<file path="src/hw/rtl/sgm_pkg.sv">
// Shared constants and types for the stereo gain and dBFS level meter.
// No dependencies.
package sgm_pkg;
  localparam int MaxFramesDefault  = 4096;
  localparam int SampleBitsDefault = 16;
  localparam int VolBits           = 17;
  localparam logic [16:0] Unity    = 17'd65536;
  localparam logic signed [15:0] DbFloor = -16'sd25600;
  localparam logic [17:0] TenLog2  = 18'd197283;

  // controller to datapath
  typedef struct packed {
    logic take;      // accept frame: gain, count
    logic acc;       // add squares of the held output samples
    logic lg_start;  // start log of sum (0) or count (1)
    logic lg_sel_n;
    logic lg_step;
    logic lg_load;   // capture log result
    logic fin;       // form level, update held level of chan
    logic fin_floor;
    logic chan;      // 0 left, 1 right
    logic emit;      // load output register
  } sgm_cmd_t;

  typedef struct packed {
    logic closes;
    logic enable;
    logic lg_done;
  } sgm_sts_t;
endpackage

</file>
<file path="src/hw/rtl/sgm_ctrl.sv">
// Controller: sequences accept, per-channel log2 runs and result hand-off.
// Depends on sgm_pkg.
module sgm_ctrl (
  input  logic clk,
  input  logic rst,
  input  logic in_valid,
  output logic in_ready,
  output logic out_valid,
  input  logic out_ready,
  input  sgm_pkg::sgm_sts_t sts,
  output sgm_pkg::sgm_cmd_t cmd
);
  import sgm_pkg::*;
  typedef enum logic [3:0] {
    S_IDLE, S_CHK, S_LS, S_LSR, S_LSL, S_LN, S_LNR, S_LNL, S_FIN, S_OUT
  } state_t;
  state_t state;
  logic ch;

  assign in_ready = (state == S_IDLE);
  assign out_valid = (state == S_OUT);

  always_comb begin
    cmd = '0;
    cmd.chan = ch;
    unique case (state)
      S_IDLE: cmd.take = in_valid;
      S_LS:   begin cmd.lg_start = 1'b1; end
      S_LSR:  cmd.lg_step = !sts.lg_done;
      S_LSL:  cmd.lg_load = 1'b1;
      S_LN:   begin cmd.lg_start = 1'b1; cmd.lg_sel_n = 1'b1; end
      S_LNR:  cmd.lg_step = !sts.lg_done;
      S_LNL:  cmd.lg_load = 1'b1;
      S_FIN:  begin
        cmd.fin = 1'b1; cmd.fin_floor = !sts.enable;
        cmd.emit = ch;
      end
      S_CHK:  begin
        cmd.acc = 1'b1;
        cmd.emit = !sts.closes;
      end
      default: ;
    endcase
  end

  always_ff @(posedge clk) begin
    if (rst) begin
      state <= S_IDLE; ch <= 1'b0;
    end else begin
      unique case (state)
        S_IDLE: if (in_valid) state <= S_CHK;
        S_CHK: begin
          ch <= 1'b0;
          state <= !sts.closes ? S_OUT : (sts.enable ? S_LS : S_FIN);
        end
        S_LS:  state <= S_LSR;
        S_LSR: if (sts.lg_done) state <= S_LSL;
        S_LSL: state <= S_LN;
        S_LN:  state <= S_LNR;
        S_LNR: if (sts.lg_done) state <= S_LNL;
        S_LNL: state <= S_FIN;
        S_FIN: begin
          if (ch) state <= S_OUT;
          else begin
            ch <= 1'b1;
            state <= sts.enable ? S_LS : S_FIN;
          end
        end
        S_OUT: if (out_ready) state <= S_IDLE;
        default: state <= S_IDLE;
      endcase
    end
  end
endmodule

</file>
<file path="config.mk">
export PLATFORM = sky130hd
export DESIGN_NAME = sgm_ctrl
export DESIGN_NICKNAME = d
export VERILOG_FILES = /design/src/hw/rtl/sgm_pkg.sv /design/src/hw/rtl/sgm_ctrl.sv
export SDC_FILE = /design/constraint.sdc
export NUM_CORES = 1
export LEC_CHECK = 0
export BUFFER_PORTS_ARGS = -buffer_cell sky130_fd_sc_hd__buf_2
export CAP_MARGIN = 10
export CORE_AREA = 2 2 39 41
export DETAILED_ROUTE_END_ITERATION = 10
export DIE_AREA = 0 0 41 43
export SLEW_MARGIN = 40
export SYNTH_ARGS = -nofsm -noshare
export SYNTH_HDL_FRONTEND = slang
export SYNTH_SLANG_ARGS = --single-unit
</file>
<file path="constraint.sdc">
create_clock -name clk -period 1.7 [get_ports clk]
set_input_delay 0.425 -clock clk [delete_from_list [all_inputs] [get_ports clk]]
set_output_delay 0.425 -clock clk [all_outputs]
set_load 0.02 [all_outputs]
</file>
After elaboration in Yosys (flattened, before gate mapping)

Cells that the tools add are included.

Bits in registers: 5
Latch bits: 0
Bits in writable memories: 0
ROM bits: 0
Output and inout port bits: 12
Memories: 0

$add $sub $neg: 0
$mul: 0
Divide/modulo/power cells: 0
Magnitude comparators: 0
Eq/ne operators: 13
Shift operators: 0
Mux-type cells: 17
Bitwise gates (word level): 0
Reduce and logical (&&, ||, !) cells: 9

Operators with widths:

| cell               | number |
|---|---|
| $pmux 4 s10        | 1 |
| $mux 4             | 7 |
| $eq 4x3->1 const B | 4 |
| $eq 4x2->1 const B | 2 |
| $eq 4x4->1 const B | 2 |
| $mux 1             | 6 |
| $ne 2x2->1 const B | 3 |
| $reduce_or 2->1    | 3 |
| $eq 4x1->1 const B | 1 |
| $logic_not 4->1    | 1 |
| $pmux 1 s2         | 2 |
| $reduce_and 4->1   | 1 |
| $logic_not 1->1    | 3 |
| $mux 2             | 1 |
| $ne 2x1->1 const B | 1 |
| $reduce_bool 2->1  | 1 |

Depth between registers and ports, before layout

Gate-level depths: netlist of the first run.

Depth in word-level cells: 3
Depth in mapped cells: 6
Gate-level depth less buffers: 4

Least setup slack after synthesis of the first run

No wires, ideal clock.

Kind: register to output
From: register state[0]
To: output cmd[9] (netlist name)
Arrival: 1.586 ns
Required time: 1.275 ns
Slack: -0.311 ns
Stages on the path, launching flop included: 4
Path buffers: 1
Cells stage by stage: dfxtp_1 -> buf_2 -> nor4_1 -> and2_1

RTL lines:

| item                   | RTL line       | source |
|---|---|---|
| from (decl)            | sgm_ctrl.sv:17 | `state_t state;` |
| from (signal assigned) | sgm_ctrl.sv:54 | `state <= !sts.closes ? S_OUT : (sts.enable ? S_LS : S_FIN);` |
| from (signal assigned) | sgm_ctrl.sv:66 | `state <= sts.enable ? S_LS : S_FIN;` |
| to (decl)              | sgm_ctrl.sv:11 | `output sgm_pkg::sgm_cmd_t cmd` |

==> metrics.txt, run 1 <==
outcome=complete, but fails checks; violated checks=negative setup slack; DRC errors left=0; Yosys top cell by area=dfxtp_1; starting density of the core=0.343; first-pass GRT wire length=approximately 1900 µm; met2 wire len=717 µm; Worst-path clk slew=0.04 ns; Starting DRT DRC Count=8; P&R area growth vs syn=75.7%; CP arrival=~1.5 ns; routability cong.=~0.75; clock sink count=5; vias in the first global route=between 400 and 500; mux share of post-synthesis cell area=0.0211; htree depth=1; proportion of synthesized chip area in sequential cells=0.211; Chip Width=41 µm; Tmin final=between 1.5 and 2 ns; final worst-path cycle share=1.11; DRT met1 WL=between 600 and 700 µm; Netlist cell types=30; Avg WL per Cell=approximately 13 µm; first-pass detailed-route iteration total=4; Synth Register Bits=5; core area=approximately 1400 µm²; RSZ-0062 raised after global routing=true; Setup Viol. Count Final=4; post-route setup slack=-0.185 ns; required time worst endpoint=~1.3 ns; synthesized area=approximately 470 µm²; vias=roughly 600; Final TNS setup=-0.475 ns; met3 wire length=between 30 and 40 µm; pwr/cell area=approximately 1500 nW/µm²; num ports=19; Root Driver=clkbuf_4; Routed Wire Length=between 1000 and 1500 µm; Post-Synthesis Net Count=73; Synth Warn #=0; Antenna diodes=0; worst min path class=in -> reg; worst vdd ir=roughly 790 µV; Max Cap Viol=0; Setup crit end kind=primary output; Tightest Pin Transition=around 0.26 ns; die outline height=roughly 43 µm; Global Route Usage Sum=0.163; Adder-Cell Fraction of Synth Area=0; xor and xnor area share after synthesis=0.0185; Placement Rows=14; Max Buffers Root-to-Sink=2; Primary FF master, synth=dfxtp_1; Gate Count Post-Synth=66; Top Layer Used=met4; crit-path cells=or4b_4 > clkinv_4 > nand2_4 > o21ai_2 > buf_6; Fin. Hold Viols=0; max-slew violations=0; share of cells above drive strength 1=0.576; Core Util, Final=0.602; number of synthesized flops with an enable pin=0; WHS=around 0.45 ns; TritonCTS buffer count=3; DP Wirelength=between 900 and 1000 µm; Post-synth ARST share=0; clock latency at the later pin of the worst-skew pair=between 0.2 and 0.25 ns; TritonCTS clock tree=built; max incr delay on CP=0.56 ns; syn avg cell area=between 7 and 8 µm²; initial antenna violation count=0; Worst setup SP type=flip-flop; die area=around 1800 µm²; Vias/cell=5.21; clock skew=about 0.000038 ns; Synth Area in Compound Gates=0.237; count leader, synth=nor2_1; slowest CP cell=or4b_4; kind of critical path=reg -> out; total grt overflow=0; antenna viol nets, final=0; Synth top area share=0.211; Leak=0.413 nW; port bufs=18; largest net degree at the start of global routing=16; synth cell count leaders=nor2_1, a21oi_1, dfxtp_1, nand2_1; crit path max fanout=3; Final Net Count=roughly 110; Simple-Gate Fraction of Synth Area=0.385; Fmax=0.530 GHz; main combinational cell family by area after synthesis=simple AND/OR/NAND/NOR gates; top cells by area, synth=dfxtp_1, nor2_1, a21oi_1; Worst slew margin=0.827
## cell usage in the layout, fill, tap and decap left out, drive strengths merged
| master | n |
|---|---|
| buf | 35 |
| nor2 | 9 |
| a21oi | 6 |
| nand2 | 5 |
| dfxtp | 5 |
| nand2b | 4 |
| o21ai | 4 |
| clkbuf | 4 |
| inv | 3 |
| nor3 | 2 |
| or3 | 2 |
| nor4 | 2 |
| nor2b | 2 |
| nor3b | 2 |
| or4b | 1 |
| clkinv | 1 |
| xor2 | 1 |
| nand3 | 1 |
| and2 | 1 |
| a211oi | 1 |
| a21o | 1 |
| o32ai | 1 |
| a31oi | 1 |
| a22oi | 1 |
| and3b | 1 |
| o22ai | 1 |
| or3b | 1 |
| mux2i | 1 |
## metrics by stage
step           worst slack [ns]  power, W  area (µm²)  cells
4_1_cts                  -0.161   0.00107         709    110
2_1_floorplan            0.0451  0.000646         493     66
6_report                 -0.185   0.00129         833    115
3_5_place_dp             0.0388  0.000840         619    102
5_1_grt                  -0.227   0.00137         833    115
3_3_place_gp             0.0537  0.000835         619    102
## worst max-delay path: cells and delay by family, from the launching register on
kind / cells / cell delay, ns
DFF: 1 / 0.34
AOI/OAI and AO/OA: 1 / 0.07
and+or+nand+nor: 2 / 0.61
buffers and inverters: 2 / 0.21
## where the power goes
group | internal (W) | switching, W
logic | 0.000510 | 0.000451
registers | 0.000158 | 0.0000390
clock network | 0.0000884 | 0.0000427
total | 0.000756 | 0.000532
## worst paths after layout
| path | start | endpoint | slack, ns | depth (start not counted) |
|---|---|---|---|---|
| worst min-delay path | rst | state[2] | 0.45 | 2 |
| worst min register to register | ch | ch | 0.61 | 2 |
| worst max register to register | state[2] | state[1] | 0.05 | 8 |
| worst max-delay path | state[2] | cmd[0] | -0.19 | 5 |
## metal layers
layer  up-vias  GRT usage
met5         -          0
met4         0      0.140
met3         8     0.0157
met2        15      0.256
met1       280      0.181
li1        296          -
## sequential cells by signal, summed over array words and instances, names as in the netlist
register	flops
state	4
ch	1
## cells by family after synthesis
family	Yosys count
AOI/OAI and AO/OA	16
xor gates and xnor gates	1
buffers and inverters	10
DFF	5
muxes	1
and+or+nand+nor	33
## layout make-up
class	count	area (µm²)
tap	16	20.0
clock buffer	4	26.3
sequential	5	106
inverter	4	20.0
fill	117	551
timing repair buffer	35	280
multi-input combinational	51	380
## repair_timing
action | in CTS | in global routing
setup endpoints to repair | 7 | 8
pin swaps | 2 | 5
hold buffers | 0 | 0
resized for setup | 13 | 22
setup buffers | 4 | 5
No activity file was read; power rests on OpenSTA's default activity.
==> run 2, diff against run 1 <==
BUFFER_PORTS_ARGS = -buffer_cell sky130_fd_sc_hd__buf_4   (was -buffer_cell sky130_fd_sc_hd__buf_2)
CELL_PAD_IN_SITES_DETAIL_PLACEMENT = 0   (was default)
CELL_PAD_IN_SITES_GLOBAL_PLACEMENT = 1   (was default)
CORE_AREA = default   (was 2 2 39 41)
CORE_MARGIN = 2   (was default)
CORE_UTILIZATION = 31   (was default)
DIE_AREA = default   (was 0 0 41 43)
PLACE_DENSITY_LB_ADDON = 0.1   (was default)
==> metrics.txt, run 2 (synthesis gave the netlist of run 1 again) <==
crit-path cells=or4b_4 > clkinv_4 > nand2_2 > o21ai_2 > buf_6; Final TNS setup=-0.672 ns; max-slew violations=0; Top Layer Used=met3; worst min path class=in -> reg; Max Cap Viol=0; Setup crit end kind=primary output; switching part of the total=0.417; TritonCTS clock tree=built; routability cong.=0.760; num ports=19; met2 wire len=around 700 µm; total grt overflow=0; Largest register FFs=4; Core Util, Final=0.567; Top reg by flops=state; die outline height=~43 µm; hold_buf cts=0; first-pass detailed-route iteration total=4; Chip Width=approximately 43 µm; Clock Power Share=0.113; max incr delay on CP=~0.52 ns; clock latency at the later pin of the worst-skew pair=0.24 ns; DRC errors left=0; Power Internal=0.000717 W; clock skew=roughly 0.0052 ns; Fmax=about 0.53 GHz; Antenna diodes=0; most common cell after layout, fill and taps aside=buf_4; port bufs=18; Switch Pwr=around 0.0005 W; Setup Viol. Count Final=8; Final Net Count=roughly 110; outcome=complete, but fails checks; kind of critical path=reg -> out; largest net degree at the start of global routing=13; Worst-path clk slew=approximately 0.050 ns; Starting DRT DRC Count=8; violated checks=negative setup slack; TritonCTS buffer count=3; vias in the first global route=about 530; met3 wire length=67 µm; share of power burned in combinational logic=0.734; required time worst endpoint=1.27 ns; post-route setup slack=-0.179 ns; die area=~1900 µm²; pwr/cell area=around 1500 nW/µm²; Worst slew margin=0.854; antenna viol nets, final=0; Placement Rows=14; core area=1470 µm²; DP Wirelength=about 940 µm; clock sink count=5; RSZ-0062 raised after global routing=true; share of cells above drive strength 1=0.576; initial antenna violation count=0; htree depth=1; highest-count cells in the layout ignoring fill and taps=buf_4, nor2_1, buf_6, a21oi_1, nand2_1; slowest CP cell=or4b_4; vias=between 500 and 600; Root Driver=clkbuf_4; Routed Wire Length=about 1400 µm; Leak=slightly above 0.4 nW; Global Route Usage Sum=0.166; P&R area growth vs syn=76.0%; starting density of the core=0.322; CP arrival=around 1.5 ns; Worst setup SP type=flip-flop; first-pass GRT wire length=around 2300 µm; DRT met1 WL=630 µm; worst vdd ir=595 µV; Largest regs=state x4, ch x1; Max Buffers Root-to-Sink=2; crit path max fanout=4; sequential share of power=0.154; reg2reg setup slack=around 0.11 ns; Avg WL per Cell=roughly 12 µm; Vias/cell=4.97; final worst-path cycle share=1.11; Fin. Hold Viols=0; Tmin final=about 1.9 ns; Tightest Pin Transition=about 0.22 ns
run 2: cell counts in the layout (fill, tap and decap cells not counted):
Identical to the previous run, type by type.
run 2: cell type report:
| class | count | area (µm²) |
|---|---|---|
| fillers | 134 | 637 |
| repair buffers | 35 | 293 |
| inverters | 4 | 20.0 |
| well taps | 16 | 20.0 |
| multi-input cells | 51 | 369 |
| flip-flops and latches | 5 | 106 |
| clock buffers | 4 | 26.3 |
run 2: what timing repair did:
| item | CTS | global route |
|---|---|---|
| buffers inserted | 5 | 4 |
| resized for setup | 17 | 6 |
| pin swaps | 6 | 3 |
| endpoints found under the setup margin | 7 | 10 |
run 2: path summary, 6_finish.rpt:
check        startpoint  endpoint  depth (start not counted)
max reg2reg    state[0]  state[0]                          7
max            state[3]    cmd[0]                          5
min reg2reg          ch        ch                          2
min                 rst  state[2]                          2
run 2: power groups by stage:
stage | Clock [W] | Sequential (W) | Combinational (W)
after floorplan | 0 | 0.000172 | 0.000473
after global placement | 0 | 0.000185 | 0.000706
after detailed placement | 0 | 0.000188 | 0.000684
after CTS | 0.000146 | 0.000188 | 0.000838
after global routing | 0.000158 | 0.000192 | 0.000969
final | 0.000138 | 0.000189 | 0.000902
run 2: metal layers:
metal / up-vias / GRT usage
met5: - / 0
met4: 0 / 0.0727
met3: 0 / 0.0255
met2: 15 / 0.248
met1: 257 / 0.232
li1: 299 / -
run 2: worst max-delay path, delay by kind of cell (launching register included):
family / cells / cell delay (ns)
flops: 1 / 0.38
buf+inv: 2 / 0.20
simple gates: 2 / 0.57
compound gates: 1 / 0.07
run 2: stage by stage:
| step | cell area (µm²) | hold slack [ns] | power [W] | worst slack [ns] | std cells |
|---|---|---|---|---|---|
| 3_5_place_dp | 664 | 0.571 | 0.000872 | 0.0408 | 102 |
| 4_1_cts | 783 | 0.375 | 0.00117 | -0.183 | 111 |
| 5_1_grt | 835 | 0.382 | 0.00132 | -0.248 | 115 |
| 2_1_floorplan | 493 | 0.497 | 0.000646 | 0.0451 | 66 |
| 3_3_place_gp | 664 | 0.567 | 0.000891 | 0.0628 | 102 |
| 6_report | 835 | 0.397 | 0.00123 | -0.179 | 115 |
==> run 3, diff against run 2 <==
==> constraint.sdc (replaced) <==
create_clock -name clk -period 1.7 [get_ports clk]
set_input_delay 0.255 -clock clk [delete_from_list [all_inputs] [get_ports clk]]
set_output_delay 0.255 -clock clk [all_outputs]
set_load 0.02 [all_outputs]
==> metrics.txt, run 3 (synthesis gave the netlist of run 1 again) <==
outcome=complete, but fails checks; violated checks=negative setup slack; P&R area growth vs syn=49.6%; clock latency at the later pin of the worst-skew pair=roughly 0.25 ns; Max Cap Viol=0; worst vdd ir=~780 µV; highest-count cells in the layout ignoring fill and taps=buf_4, nor2_1, a21oi_1; clock skew=about 0.006 ns; Worst setup SP type=flip-flop; first-pass GRT wire length=~2200 µm; Routed Wire Length=between 1000 and 1500 µm; antenna viol nets, final=0; final worst-path cycle share=1.01; htree depth=1; clock sink count=5; initial antenna violation count=0; Placement Rows=14; Max Buffers Root-to-Sink=2; dpl cell area=~640 µm²; DP Wirelength=approximately 950 µm; layout filler cell count=between 100 and 150; crit path max fanout=4; Multi-input gate area=approximately 340 µm²; worst min path class=in -> reg; total grt overflow=0; Worst R2R Start=state[1]; Top reg by flops=state; Global Route Usage Sum=0.157; crit-path cells=or4b_4 > clkinv_4 > nand2_2 > o21ai_2 > buf_6; most common cell after layout, fill and taps aside=buf_4; register area=around 110 µm²; share of cells above drive strength 1=0.456; Starting DRT DRC Count=11; kind of critical path=reg -> out; Power Total=approximately 0.0010 W; WHS=about 0.23 ns; Fin. Hold Viols=0; Final Net Count=98; Avg WL per Cell=roughly 13 µm; TritonCTS clock tree=built; Root Driver=clkbuf_4; vias in the first global route=~480; crit path launch=state[1]; Chip Width=approximately 43 µm; pre-CTS setup slack=around 0.18 ns; Tightest Pin Transition=0.241 ns; die outline height=43.1 µm; Tmin final=1.72 ns; pwr/cell area=1480 nW/µm²; Largest regs=state x4, ch x1; Antenna diodes=0; DRC errors left=0; Worst slew margin=0.838; Leak=~0.34 nW; largest net degree at the start of global routing=13; slowest CP cell=or4b_4; final non-filler cell area=between 700 and 800 µm²; Hold Startpoint=rst; RSZ-0062 raised after global routing=true; die area=between 1500 and 2000 µm²; post-route setup slack=-0.0184 ns; Setup Viol. Count Final=2; CP bufs+invs=2; CP arrival=about 1.5 ns; required time worst endpoint=1.44 ns; starting density of the core=0.322; Largest register FFs=4; vias=around 560; Setup crit end kind=primary output; core area=between 1000 and 1500 µm²; routability cong.=about 0.81; Worst-path clk slew=approximately 0.050 ns; port bufs=18; first-pass detailed-route iteration total=4; delay-heaviest family, CP=simple AND/OR/NAND/NOR gates; Vias/cell=roughly 5.2; max incr delay on CP=around 0.57 ns; TritonCTS buffer count=3; Fmax=a little under 0.6 GHz; max-slew violations=0; num ports=19
-- run 3: through the flow --
stage | utilization | TNS [ns] | cells
5_1_grt | 0.482 | -0.0923 | 106
4_1_cts | 0.461 | -0.0348 | 105
3_3_place_gp | 0.433 | 0 | 100
3_5_place_dp | 0.433 | 0 | 100
6_report | 0.482 | -0.0215 | 106
2_1_floorplan | - | 0 | 66
-- run 3: path summary, 6_finish.rpt --
| path | end | slack [ns] | depth (start not counted) |
|---|---|---|---|
| setup reg to reg | state[3] | 0.32 | 5 |
| hold / removal | state[3] | 0.23 | 2 |
| setup / recovery | cmd[0] | -0.02 | 5 |
| hold reg to reg | state[3] | 0.57 | 2 |
-- run 3: layer usage --
metal | global-route usage | share of wire | up-vias
li1 | - | - | 278
met1 | 0.208 | 0.46 | 246
met2 | 0.221 | 0.45 | 25
met3 | 0.0553 | 0.067 | 6
met4 | 0.0788 | 0.025 | 0
met5 | 0 | 0 | -
-- run 3: layout make-up --
class | instances | share of cell area
well taps | 16 | 0.0282
multi-input cells | 51 | 0.473
repair buffers | 26 | 0.286
flip-flops and latches | 5 | 0.148
inverters | 4 | 0.0282
clock buffers | 4 | 0.0370
-- run 3: worst register-to-register path: stages (launching register included) --
cell,delay (ns)
dfxtp_2,0.33
or4b_4,0.57
buf_4,0.16
o32ai_2,0.08
a31oi_1,0.07
nor2_1,0.09
-- run 3: timing repair --
action,4_1_cts,5_1_grt
buffers inserted,1,1
endpoints found under the hold margin,0,0
pin swaps,1,1
hold buffers,0,0
resized for setup,4,6
endpoints found under the setup margin,1,3
-- run 3: power breakdown --
part	total [W]	switching (W)	internal (W)
clock	0.000139	0.0000505	0.0000889
combinational	0.000713	0.000376	0.000337
sequential	0.000194	0.0000393	0.000155
total	0.00105	0.000466	0.000581
